<file path="config.mk">
export PLATFORM = sky130hd
export DESIGN_NAME = asa_divider
export DESIGN_NICKNAME = d
export VERILOG_FILES = /design/src/design/asa_pkg.sv /design/src/design/asa_divider.sv
export SDC_FILE = /design/constraint.sdc
export NUM_CORES = 2
export LEC_CHECK = 0
export ABC_AREA = 1
export BUFFER_PORTS_ARGS = -buffer_cell sky130_fd_sc_hd__buf_2
export CAP_MARGIN = 15
export CORE_MARGIN = 3
export CORE_UTILIZATION = 55
export CTS_BUF_LIST = sky130_fd_sc_hd__clkbuf_4 sky130_fd_sc_hd__clkbuf_8
export DETAILED_ROUTE_END_ITERATION = 16
export PLACE_DENSITY = 0.78
export SLEW_MARGIN = 20
export SYNTH_ARGS = -nofsm -noshare
export SYNTH_HDL_FRONTEND = slang
export SYNTH_SLANG_ARGS = --single-unit
export TNS_END_PERCENT = 1
</file>
<file path="constraint.sdc">
create_clock -name clk -period 2.1 [get_ports clk]
set_clock_uncertainty 0.15 [all_clocks]
set_input_delay 0.21 -clock clk [delete_from_list [all_inputs] [get_ports clk]]
set_output_delay 0.21 -clock clk [all_outputs]
set_load 0.03 [all_outputs]
</file>
<file path="src/design/asa_pkg.sv">
package asa_pkg;

    // Field and register widths.
    localparam int ORI_W   = 32;
    localparam int ACC_W   = 26;
    localparam int SLOW_W  = 19;
    localparam int TR_W    = 19;
    localparam int TTT_W   = 25;
    localparam int MROT_W  = 25;
    localparam int MACC_W  = 25;
    localparam int ADDR_W  = 5;
    localparam int DATA_W  = 32;

    localparam int FRAC_BITS_DEF = 16;

    // Reset values of the configuration registers.
    localparam logic [SLOW_W-1:0] SLOW_RST = SLOW_W'(32768);
    localparam logic [TR_W-1:0]   TR_RST   = TR_W'(3277);
    localparam logic [TTT_W-1:0]  TTT_RST  = TTT_W'(6554);
    localparam logic [MROT_W-1:0] MROT_RST = MROT_W'(65536);
    localparam logic [MACC_W-1:0] MACC_RST = MACC_W'(262144);

    // 180/pi in Q24 and pi/180 in Q32.
    localparam logic [29:0] RAD2DEG_Q24 = 30'd961263669;
    localparam logic [26:0] DEG2RAD_Q32 = 27'd74961321;

    localparam logic [9:0] DEG_FULL = 10'd360;
    localparam logic [8:0] DEG_HALF = 9'd180;

    // Register indexes.
    typedef enum logic [2:0] {
        REG_SLOW_RADIUS   = 3'd0,
        REG_TARGET_RADIUS = 3'd1,
        REG_TIME_TO_TGT   = 3'd2,
        REG_MAX_ROTATION  = 3'd3,
        REG_MAX_ACCEL     = 3'd4
    } reg_idx_t;

    typedef struct packed {
        logic signed [ORI_W-1:0] target_orientation;
        logic signed [ORI_W-1:0] own_orientation;
    } in_t;

    typedef struct packed {
        logic signed [ACC_W-1:0] angular_accel;
        logic                    inside_target;
    } out_t;

    typedef struct packed {
        logic [SLOW_W-1:0] slow_radius;
        logic [TR_W-1:0]   target_radius;
        logic [TTT_W-1:0]  time_to_target;
        logic [MROT_W-1:0] max_rotation;
        logic [MACC_W-1:0] max_angular_accel;
    } cfg_t;

    // Per-word flags that ride alongside the dividers.
    typedef struct packed {
        logic big;
        logic rneg;
        logic in_target;
    } ctl_t;

endpackage

</file>
<file path="src/design/asa_divider.sv">
module asa_divider #(
    parameter int Q_W  = 25,
    parameter int D_W  = 19,
    parameter int SB_W = 3
) (
    input  logic               clk,
    input  logic               rst_n,
    input  logic               en,
    input  logic               valid,
    input  logic [Q_W+D_W-1:0] num,
    input  logic [D_W-1:0]     den,
    input  logic [SB_W-1:0]    sb,
    output logic               quo_valid,
    output logic [Q_W-1:0]     quo,
    output logic [SB_W-1:0]    quo_sb
);
    import asa_pkg::*;

    logic [Q_W-1:0]  v_reg;
    logic [D_W-1:0]  rem_reg [Q_W];
    logic [Q_W-1:0]  sr_reg  [Q_W];
    logic [SB_W-1:0] sb_reg  [Q_W];

    // One quotient bit per stage, restoring form. The quotient bits shift
    // into the low end while the dividend's low bits leave at the top.
    for (genvar k = 0; k < Q_W; k++)
    begin : g_stage
        logic [D_W-1:0]  rem_src;
        logic [Q_W-1:0]  sr_src;
        logic [SB_W-1:0] sb_src;
        logic            v_src;
        logic [D_W:0]    trial;
        logic            ge;
        logic [D_W:0]    diffv;

        if (k == 0)
        begin : g_first
            assign rem_src = num[Q_W+D_W-1:Q_W];
            assign sr_src  = num[Q_W-1:0];
            assign sb_src  = sb;
            assign v_src   = valid;
        end
        else
        begin : g_next
            assign rem_src = rem_reg[k-1];
            assign sr_src  = sr_reg[k-1];
            assign sb_src  = sb_reg[k-1];
            assign v_src   = v_reg[k-1];
        end

        always_comb
        begin
            trial = {rem_src, sr_src[Q_W-1]};
            ge    = trial >= {1'b0, den};
            diffv = trial - {1'b0, den};
        end

        always_ff @(posedge clk or negedge rst_n)
        begin
            if (!rst_n)
            begin
                v_reg[k] <= 1'b0;
            end
            else if (en)
            begin
                v_reg[k] <= v_src;
            end
        end

        always_ff @(posedge clk)
        begin
            if (en)
            begin
                rem_reg[k] <= ge ? diffv[D_W-1:0] : trial[D_W-1:0];
                sr_reg[k]  <= {sr_src[Q_W-2:0], ge};
                sb_reg[k]  <= sb_src;
            end
        end
    end

    assign quo_valid = v_reg[Q_W-1];
    assign quo       = sr_reg[Q_W-1];
    assign quo_sb    = sb_reg[Q_W-1];

endmodule

</file>
==> impl_metrics.yaml <==
route:
  drtAntennaViolNets: 0
  dr_total_vias: 62990
  dr.pass1.iters: 9
  wl_per_cell_um: 17.53
  routed_wl_mm: 210.8
  drc_errors: 0
  viasPerCell: 5.239
  drt-initial-drc-count: 5129
sta:
  slew_headroom_pct: 62.71
  tightestPinTransition_ns: 0.5593
  hold_violations: 0
  final_max_slew_viol_count: 0
  fmax_ghz: 0.4196
  fin_ws_ns: -0.2834
  period_share_pct: 113.5
  rsz0062_at_grt: "true"
  finalCriticalPeriod_ns: 2.383
  finalSetupViolCount: 449
layout:
  fin_util_pct: 75.54
  largest_reg_flops: 625
  fin_cells: 12020
  nets: 10780
  area_delta_synth_final_pct: 35.42
  drive_gt1_share_pct: 28.85
pwr:
  power.density_mw_per_mm2: 1472
  p_sw_share_pct: 41.04
  intPower_mw: 82.89
  ir_drop_v: 0.0008571
  p_switching_mw: 57.68
  combPwrFrac_pct: 57.5
  seqPwrFrac_pct: 28.0
  pwr-share-clk_pct: 14.5
  leakagePower_nw: 45.14
setup_path:
  cp_cell_sequence: "ha_4 -> a21oi_1 -> o21ai_0 -> nand2_1 -> nand2_1 -> nor2_4 -> nand2_8 -> buf_4 -> nand3_1 -> nand2_1"
  cp_slowest_cell: "edfxtp_1"
  cp_common_cell: "nand2_1"
  cp-start-kind: "flip-flop"
  critical-path-top-delay-family: "simple AND/OR/NAND/NOR gates"
  critical_path_class: "flip-flop to flip-flop"
  rrSetupSlack_ns: -0.28
  critPathCaptureType: "flip-flop"
  slowest_delay_ns: 0.47
  r2r_cells: 10
  r2r_start: "rem_reg[2][52]"
  required_ns: 2.59
  cp_max_fo: 7
  cp_num_buf_inv: 1
  rr_endpoint: "rem_reg[2][68]"
  worstPathArrival_ns: 2.88
placed_design:
  portBuffers: 98
  place_hpwl_mm: 151.8
  dp.cells: 11520
  place_ws_ns: -0.7702
  place_congestion: 0.9595
floorplan:
  std_cell_rows: 130
  core_mm2: 0.1264
  die_w_um: 364.0
  io_pins: 99
  initial_core_util_pct: 55.78
  fp.dieArea_mm2: 0.1325
  die_y_um: 364.0
clock_network:
  root_buffer: "clkbuf_8"
  htreeDepth: 4
  clock_latency_ns: 0.94
  cts_tree: "done"
  clockBufferDepth: 3
  cts.sinks: 1181
  cts_inserted_buffers: 191
  path_clk_slew_ns: 0.06
yosys:
  postSynthAreaPerCell_um2: 8.626
  yosysTopAreaCell: "edfxtp_1"
  ys_top_cells_by_area: "edfxtp_1 (49%), nand2_1 (17%), ha_1 (8.4%)"
  ys_types: 37
  yosysWarningCount: 0
  synth_top_area_share_pct: 49.24
  netlist_area_mm2: 0.07050
  synth-edff-count: 1156
  synth-seq-cells: 1181
  synth_nets: 8742
  synth_ff_type: "edfxtp_1"
  yosysSeqAreaShare_pct: 50.13
  synth-async-reset-ratio_pct: 2.117
  syn-instance-count: 8173
flow_run:
  maxCapViolCount: 0
grt:
  grt_pass1_vias: 61380
  grt-ovfl-total: 0
  grt_max_degree: 94
  grtUsageTotal_pct: 31.19
  antenna_found_initial: 3
  grt_pass1_wl_mm: 322.9
outcome:
  status: "finished with violations"
  violations: "negative setup slack"
min_path:
  min_to: "rem_reg[1][38]"
  worstHoldPathType: "primary input to flip-flop"
  hold-path-cell-count: 7
  hp-start: "den[0]"
==> routing by layer <==
layer  GRT usage (%)  up-vias  wire (um)
met5               0        -          0
met4           13.42        0       9392
met3           5.110      578      14670
met2           51.43     2226      99160
met1           40.93    29240      87580
li1                -    30940          -
==> cells in the mapped netlist (63+ instances only) <==
cell	number
buf_6	66
nand2_2	63
nand3b_1	121
nand3_1	490
edfxtp_1	1156
xor2_1	168
o21ai_0	157
xnor2_1	72
ha_1	475
nand2_1	3133
nor2_1	596
nor3_1	143
inv_1	970
a21oi_1	286
==> how the worst max path moves through the flow <==
| stage | from | end | cells past startpoint |
|---|---|---|---|
| finish | rem_reg[2][52] | rem_reg[2][68] | 10 |
| global route | sr_reg[0][324] | rem_reg[1][95] | 13 |
| CTS | sr_reg[0][324] | rem_reg[1][113] | 14 |
| detailed placement | den[14] | rem_reg[2][60] | 13 |
| global placement | den[14] | rem_reg[0][39] | 11 |
| floorplan | den[2] | rem_reg[0][116] | 13 |
==> worst min-delay path, delay by kind of cell <==
family | cells | cell delay [ns]
AOI/OAI and AO/OA | 1 | 0.07
adders and majority gates | 1 | 0.16
buffers and inverters | 4 | 0.44
and+or+nand+nor | 1 | 0.04
==> cells by family after synthesis <==
logic type | synth area share, %
buffers and inverters | 6.561
AO/OA/AOI/OAI | 3.757
flip-flops | 50.13
XOR/XNOR | 2.982
multiplexers | 0.01597
adder cells (fa/ha/maj) | 9.112
AND/OR/NAND/NOR | 27.45
==> cell type report <==
| class | count | area (um2) |
|---|---|---|
| multi-input combinational | 5919 | 34520 |
| sequential | 1181 | 35340 |
| inverter | 1000 | 3964 |
| tap | 1650 | 2064 |
| fill | 8870 | 30910 |
| clock buffer | 254 | 3133 |
| clock inverter | 90 | 754.5 |
| timing repair buffer | 1919 | 15650 |
| timing repair inverter | 3 | 28.78 |
| antenna | 8 | 20.02 |
==> metrics by stage <==
stage	area [um2]	setup TNS (ns)	hold WS, ns	total power [mW]
global placement	85960	-263.20	0.05958	109.3
global route	95460	-95.75	0.05574	150.7
finish	95470	-53.57	0.07160	140.6
floorplan	70550	-76.37	-0.2356	78.30
detailed placement	85960	-275.36	0.06858	111.1
CTS	93670	-48.67	0.0003311	136.7
==> timing repair <==
action / CTS / global route
pin swaps: 58 / 34
hold buffers: 97 / 1
buffers inserted: 36 / 4
hold endpoints to repair: 1259 / 25
resized for setup: 515 / 355
endpoints found under the setup margin: 459 / 475
cloned: 11 / 0
==> cells in the final DEF (no fill, tap or decap), types with 25 or more instances in the layout <==
cell	Yosys	layout
nand2_1	3133	2997
buf_4	6	1610
edfxtp_1	1156	1156
inv_1	970	914
nor2_1	596	533
nand3_1	490	396
ha_1	475	306
a21oi_1	286	199
clkbuf_8	0	196
nand2_2	63	176
xor2_1	168	164
ha_4	0	158
nand3b_1	121	121
nor3_1	143	113
o21ai_0	157	99
buf_2	1	98
dlygate4sd3_1	0	97
nor2_2	50	95
a21oi_2	9	95
nand3_2	1	90
buf_12	0	84
xnor2_1	72	72
o21ai_1	18	65
clkbuf_4	0	58
inv_2	6	46
clkinv_1	0	40
nor3_2	11	39
nand2_4	10	32
and2_1	27	27
dfrtp_1	25	25
==> power by group through the flow <==
stage / Clock [mW] / Combinational, mW / Sequential [mW]
after floorplan: 0 / 41.5 / 36.8
after global placement: 0 / 70.2 / 39.1
after detailed placement: 0 / 72.0 / 39.1
after CTS: 20.9 / 76.8 / 39.0
after global routing: 21.9 / 89.1 / 39.7
final: 20.4 / 80.8 / 39.4
Power figures use the tool's default switching activity.
