<file path="src/design/asa_pkg.sv">
package asa_pkg;

    // Field and register widths.
    localparam int ORI_W   = 32;
    localparam int ACC_W   = 26;
    localparam int SLOW_W  = 19;
    localparam int TR_W    = 19;
    localparam int TTT_W   = 25;
    localparam int MROT_W  = 25;
    localparam int MACC_W  = 25;
    localparam int ADDR_W  = 5;
    localparam int DATA_W  = 32;

    localparam int FRAC_BITS_DEF = 16;

    // Reset values of the configuration registers.
    localparam logic [SLOW_W-1:0] SLOW_RST = SLOW_W'(32768);
    localparam logic [TR_W-1:0]   TR_RST   = TR_W'(3277);
    localparam logic [TTT_W-1:0]  TTT_RST  = TTT_W'(6554);
    localparam logic [MROT_W-1:0] MROT_RST = MROT_W'(65536);
    localparam logic [MACC_W-1:0] MACC_RST = MACC_W'(262144);

    // 180/pi in Q24 and pi/180 in Q32.
    localparam logic [29:0] RAD2DEG_Q24 = 30'd961263669;
    localparam logic [26:0] DEG2RAD_Q32 = 27'd74961321;

    localparam logic [9:0] DEG_FULL = 10'd360;
    localparam logic [8:0] DEG_HALF = 9'd180;

    // Register indexes.
    typedef enum logic [2:0] {
        REG_SLOW_RADIUS   = 3'd0,
        REG_TARGET_RADIUS = 3'd1,
        REG_TIME_TO_TGT   = 3'd2,
        REG_MAX_ROTATION  = 3'd3,
        REG_MAX_ACCEL     = 3'd4
    } reg_idx_t;

    typedef struct packed {
        logic signed [ORI_W-1:0] target_orientation;
        logic signed [ORI_W-1:0] own_orientation;
    } in_t;

    typedef struct packed {
        logic signed [ACC_W-1:0] angular_accel;
        logic                    inside_target;
    } out_t;

    typedef struct packed {
        logic [SLOW_W-1:0] slow_radius;
        logic [TR_W-1:0]   target_radius;
        logic [TTT_W-1:0]  time_to_target;
        logic [MROT_W-1:0] max_rotation;
        logic [MACC_W-1:0] max_angular_accel;
    } cfg_t;

    // Per-word flags that ride alongside the dividers.
    typedef struct packed {
        logic big;
        logic rneg;
        logic in_target;
    } ctl_t;

endpackage

</file>
<file path="src/design/asa_front.sv">
module asa_front #(
    parameter int FRAC_BITS = asa_pkg::FRAC_BITS_DEF
) (
    input  logic                                  clk,
    input  logic                                  rst_n,
    input  logic                                  en,
    input  logic                                  valid,
    input  asa_pkg::in_t                          item,
    input  asa_pkg::cfg_t                         cfg,
    output logic                                  front_valid,
    output logic [asa_pkg::MROT_W+FRAC_BITS+1:0]  prod,
    output asa_pkg::ctl_t                         ctl
);
    import asa_pkg::*;

    localparam int DEG_W  = 39 - FRAC_BITS;
    localparam int QD_W   = DEG_W - 8;
    localparam int AMT_W  = FRAC_BITS + 2;
    localparam int PROD_W = MROT_W + AMT_W;
    localparam longint unsigned MOD_M = (64'd1 << (DEG_W + 8)) / 360;
    localparam logic [DEG_W-1:0] MOD_MUL = DEG_W'(MOD_M);

    logic [6:0] v_reg;

    logic [32:0]       mag_reg;
    logic [5:1]        neg_reg;
    logic [45:0]       plo_reg;
    logic [46:0]       phi_reg;
    logic [DEG_W-1:0]  deg_reg;
    logic [DEG_W-1:0]  deg4_reg;
    logic [QD_W-1:0]   q_reg;
    logic [8:0]        r_reg;
    logic [AMT_W-1:0]  amt_reg;
    logic              rneg_reg;
    logic [PROD_W-1:0] prod_reg;
    ctl_t              ctl_reg;

    logic [32:0]         diff;
    logic [32:0]         mag_next;
    logic [45:0]         plo_next;
    logic [46:0]         phi_next;
    logic [62:0]         sum;
    logic [DEG_W-1:0]    deg_next;
    logic [2*DEG_W-1:0]  mprod;
    logic [DEG_W:0]      qe;
    logic [DEG_W:0]      qx;
    logic [DEG_W:0]      rfull;
    logic [9:0]          r10;
    logic [8:0]          r_next;
    logic [7:0]          adeg;
    logic                rneg_next;
    logic [34:0]         dsum;
    logic [AMT_W-1:0]    amt_next;
    logic [PROD_W-1:0]   prod_next;
    ctl_t                ctl_next;

    // Stage one: difference and its magnitude.
    always_comb
    begin
        diff = {item.target_orientation[ORI_W-1], item.target_orientation}
             - {item.own_orientation[ORI_W-1], item.own_orientation};
        mag_next = diff[32] ? (33'd0 - diff) : diff;
    end

    // Stage two: magnitude times 180/pi, split in two partial products.
    always_comb
    begin
        plo_next = 46'(mag_reg[15:0]) * 46'(RAD2DEG_Q24);
        phi_next = 47'(mag_reg[32:16]) * 47'(RAD2DEG_Q24);
    end

    // Stage three: whole degrees, truncated.
    always_comb
    begin
        sum = (63'(phi_reg) << 16) + 63'(plo_reg);
        deg_next = sum[FRAC_BITS+24+DEG_W-1:FRAC_BITS+24];
    end

    // Stage four: quotient by 360 through a reciprocal, possibly one low.
    assign mprod = (2*DEG_W)'(deg_reg) * (2*DEG_W)'(MOD_MUL);

    // Stage five: remainder with a single correction step.
    always_comb
    begin
        qe = (DEG_W+1)'(q_reg);
        qx = (qe << 8) + (qe << 6) + (qe << 5) + (qe << 3);
        rfull = {1'b0, deg4_reg} - qx;
        r10 = rfull[9:0];
        r_next = (r10 >= DEG_FULL) ? 9'(r10 - DEG_FULL) : r10[8:0];
    end

    // Stage six: wrap into -180..180 and convert back to radians.
    always_comb
    begin
        if (r_reg > DEG_HALF)
        begin
            adeg = 8'(DEG_FULL - 10'(r_reg));
            rneg_next = !neg_reg[5];
        end
        else
        begin
            adeg = r_reg[7:0];
            rneg_next = neg_reg[5] && (r_reg != 9'd0);
        end
        dsum = 35'(adeg) * 35'(DEG2RAD_Q32) + (35'd1 << (31 - FRAC_BITS));
        amt_next = dsum[32-FRAC_BITS+AMT_W-1:32-FRAC_BITS];
    end

    // Stage seven: radius checks and the proportional numerator.
    always_comb
    begin
        ctl_next.in_target = (amt_reg == '0) || (32'(amt_reg) < 32'(cfg.target_radius));
        ctl_next.big       = 32'(amt_reg) > 32'(cfg.slow_radius);
        ctl_next.rneg      = rneg_reg;
        prod_next = PROD_W'(cfg.max_rotation) * PROD_W'(amt_reg);
    end

    // Valid bits for the seven stages.
    always_ff @(posedge clk or negedge rst_n)
    begin
        if (!rst_n)
        begin
            v_reg <= '0;
        end
        else if (en)
        begin
            v_reg <= {v_reg[5:0], valid};
        end
    end

    // Stage payload.
    always_ff @(posedge clk)
    begin
        if (en)
        begin
            mag_reg    <= mag_next;
            neg_reg[1] <= diff[32];
            plo_reg    <= plo_next;
            phi_reg    <= phi_next;
            neg_reg[2] <= neg_reg[1];
            deg_reg    <= deg_next;
            neg_reg[3] <= neg_reg[2];
            q_reg      <= mprod[2*DEG_W-1:DEG_W+8];
            deg4_reg   <= deg_reg;
            neg_reg[4] <= neg_reg[3];
            r_reg      <= r_next;
            neg_reg[5] <= neg_reg[4];
            amt_reg    <= amt_next;
            rneg_reg   <= rneg_next;
            prod_reg   <= prod_next;
            ctl_reg    <= ctl_next;
        end
    end

    assign front_valid = v_reg[6];
    assign prod        = prod_reg;
    assign ctl         = ctl_reg;

endmodule

</file>
<file path="config.mk">
export PLATFORM = sky130hd
export DESIGN_NAME = asa_front
export DESIGN_NICKNAME = d
export VERILOG_FILES = /design/src/design/asa_pkg.sv /design/src/design/asa_front.sv
export SDC_FILE = /design/constraint.sdc
export NUM_CORES = 2
export LEC_CHECK = 0
export CAP_MARGIN = 40
export CORE_UTILIZATION = 65
export CTS_CLUSTER_DIAMETER = 50
export CTS_CLUSTER_SIZE = 25
export DETAILED_ROUTE_END_ITERATION = 16
export DONT_BUFFER_PORTS = 1
export GPL_TIMING_DRIVEN = 1
export PLACE_DENSITY = 0.81
export SYNTH_ARGS = -nofsm -noshare
export SYNTH_HDL_FRONTEND = slang
export SYNTH_SLANG_ARGS = --single-unit
</file>
<file path="constraint.sdc">
create_clock -name clk -period 8.2 [get_ports clk]
set_clock_uncertainty 0.15 [all_clocks]
set_input_delay 1.64 -clock clk [delete_from_list [all_inputs] [get_ports clk]]
set_output_delay 1.64 -clock clk [all_outputs]
set_load 0.03 [all_outputs]
</file>
==> reports/metrics.cfg <==
[clocking]
cts.path.max_buffers = 3
clkLatencyLatePin_ns = 0.59
clockRootBuffer = clkbuf_16
ctsResizeCount = 0
cts_buffers = 35
clock-sinks = 236
cts_tree = built
cts_hold_buf = 0
htree_levels = 2
path_clk_slew_ns = 0.08
cts_setup_buffers = 0

[detailed_routing]
wl_per_cell_um = 18.5
drc = 0
vias = 35313
routed_wl_um = 116000
viasPerCell = 5.63
drt-pass1-iter-count = 5
drtAntennaViolNets = 0
drtIter0Drc = 2385

[logic_synthesis]
ys_seq_area_frac = 0.137
synth_area_leaders = fa_1 (35%), ha_1 (20%), edfxtp_1 (13%)
yosysWarningCount = 0
yosysTopAreaCell = fa_1
avgSynthCellArea_um2 = 9.83
synth-edff-count = 229
syn_inst = 5228
synth_nets = 7112
netlist.area_leader.share = 0.350
synth_area_mm2 = 0.0514
ys.flop_type = edfxtp_1
async_flop_share = 0.0297
synth_cell_types = 76
synth-seq-cells = 236

[worst_setup_path]
r2r_end = prod[41]$_DFFE_PP_
rr_worst_depth = 23
worstSetupPathType = reg -> reg
cpMaxStageDelayCell = edfxtp_1
crit_chain = nand2_1 > fa_1 > inv_1 > fa_1 > inv_1 > fa_1 > inv_1 > fa_1 > fa_1 > inv_1 > fa_1 > inv_1 > ha_1 > a21oi_1 > nand3_1 > o21ai_0 > o311ai_0 > buf_4 > a41o_1 > a21o_1 > a31o_2 > a221oi_1 > xnor2_1
path_buf_inv = 6
cp_max_fo = 21
r2r_start = amt_reg[3]$_DFFE_PP_
max_stage_delay_ns = 0.94
endpoint_kind = flop
crit_top_cell = fa_1
cp-start-kind = flop
critPathTopFamily = adder cells
worstPathArrival_ns = 8.04
worstPathRequired_ns = 8.36
r2r_slack_ns = 0.32

[sta]
tightest_slew_ns = 0.910
worst_slack_ns = 0.322
fin_crit_sh = 0.961
setup_violations = 0
finalHoldViolations = 0
max_slew_margin = 0.393
max_freq_mhz = 127
rsz0062_at_grt = false
min_period_ns = 7.88
hold_ws_ns = 0.277
finalMaxSlewViolations = 0

[placed_design]
placed_cell_area_mm2 = 0.0526
portBuffers = 0
dp_slack_ns = -0.0704
gp_congestion = 0.995
hpwl_um = 97200

[status]
status = completed

[cells_and_area]
drive_gt1_frac = 0.0272
final_cell_mix = inv_1 (1,460), fa_1 (897), ha_1 (806), nand2_1 (377), edfxtp_1 (229)
synthToLayoutAreaGrowth_pct = 4.88
fin_nets = 7087
fin_area_mm2 = 0.0539
largest_register_ff_count = 47
final_common_cell = inv_1

[global_routing]
grt_overflow = 0
grt_pass1_vias = 38170
antenna_found_initial = 2
grt_max_degree = 237
grt_pass1_wl_um = 192000
track_usage = 0.301

[flow_run]
maxCapViolCount = 0

[hold_path]
hold_class = reg -> reg
min_path_cells = 0
hp-start = neg_reg[2]$_DFFE_PP_
holdPathEnd = neg_reg[3]$_DFFE_PP_

[die]
ios = 228
die_x_um = 283
core_area_mm2 = 0.0778
rows = 102
die-area_mm2 = 0.0802
start_util = 0.660
die_h_um = 283

-- worst max path at each step --
stage	start	end	slack (ns)	cells after the start
final	amt_reg[3]$_DFFE_PP_	prod[41]$_DFFE_PP_	0.32	23
after global routing	amt_reg[3]$_DFFE_PP_	prod[41]$_DFFE_PP_	0.10	23
after CTS	amt_reg[3]$_DFFE_PP_	prod[41]$_DFFE_PP_	0.49	23
after detailed placement	cfg[39]	prod[41]$_DFFE_PP_	-0.07	23
after global placement	cfg[39]	prod[41]$_DFFE_PP_	0.06	23
after floorplan	cfg[42]	prod[42]$_DFFE_PP_	0.07	24
-- cell type report --
type / instances / area (um2)
multi-input combinational: 3429 / 38500
timing repair buffer: 40 / 300
clock inverter: 29 / 413
tap: 1040 / 1300
inverter: 1461 / 5480
fill: 5730 / 24000
antenna: 1 / 2.50
sequential: 236 / 7050
clock buffer: 35 / 876
-- per-stage QoR --
stage,util,setup TNS (ns),cells
floorplan,-,0,5228
global placement,0.676,0,6206
detailed placement,0.676,-0.111,6206
CTS,0.692,0,6270
global route,0.692,0,6271
finish,0.692,0,6271
-- routing by layer --
| metal | wire length (um) | global-route usage |
|---|---|---|
| met5 | 0 | 0 |
| met3 | 7640 | 0.0374 |
| met2 | 56600 | 0.514 |
| met1 | 47800 | 0.399 |
| met4 | 3750 | 0.0962 |
-- logic make-up (layout without fill, tap and decap cells) --
logic type / after synthesis / after routing / share of synthesized area
AO/OA/AOI/OAI: 578 / 578 / 0.0738
AND/OR/NAND/NOR: 905 / 905 / 0.0868
other: 0 / 1 / 0
buffers and inverters: 1563 / 1565 / 0.114
XOR/XNOR: 231 / 231 / 0.0394
adder cells (fa/ha/maj): 1703 / 1703 / 0.546
flip-flops: 236 / 236 / 0.137
multiplexers: 12 / 12 / 0.00253
-- synthesized netlist by cell type (all sizes together), types with 95 or more instances --
library cell,count
nand2,377
xnor2,159
edfxtp,229
nor2,114
inv,1460
and2,183
o21ai,95
a21o,128
ha,806
a21oi,163
clkbuf,101
fa,897
Power is not shown: default switching activity piles up to over one toggle a cycle in this logic, so the estimate is an artifact.
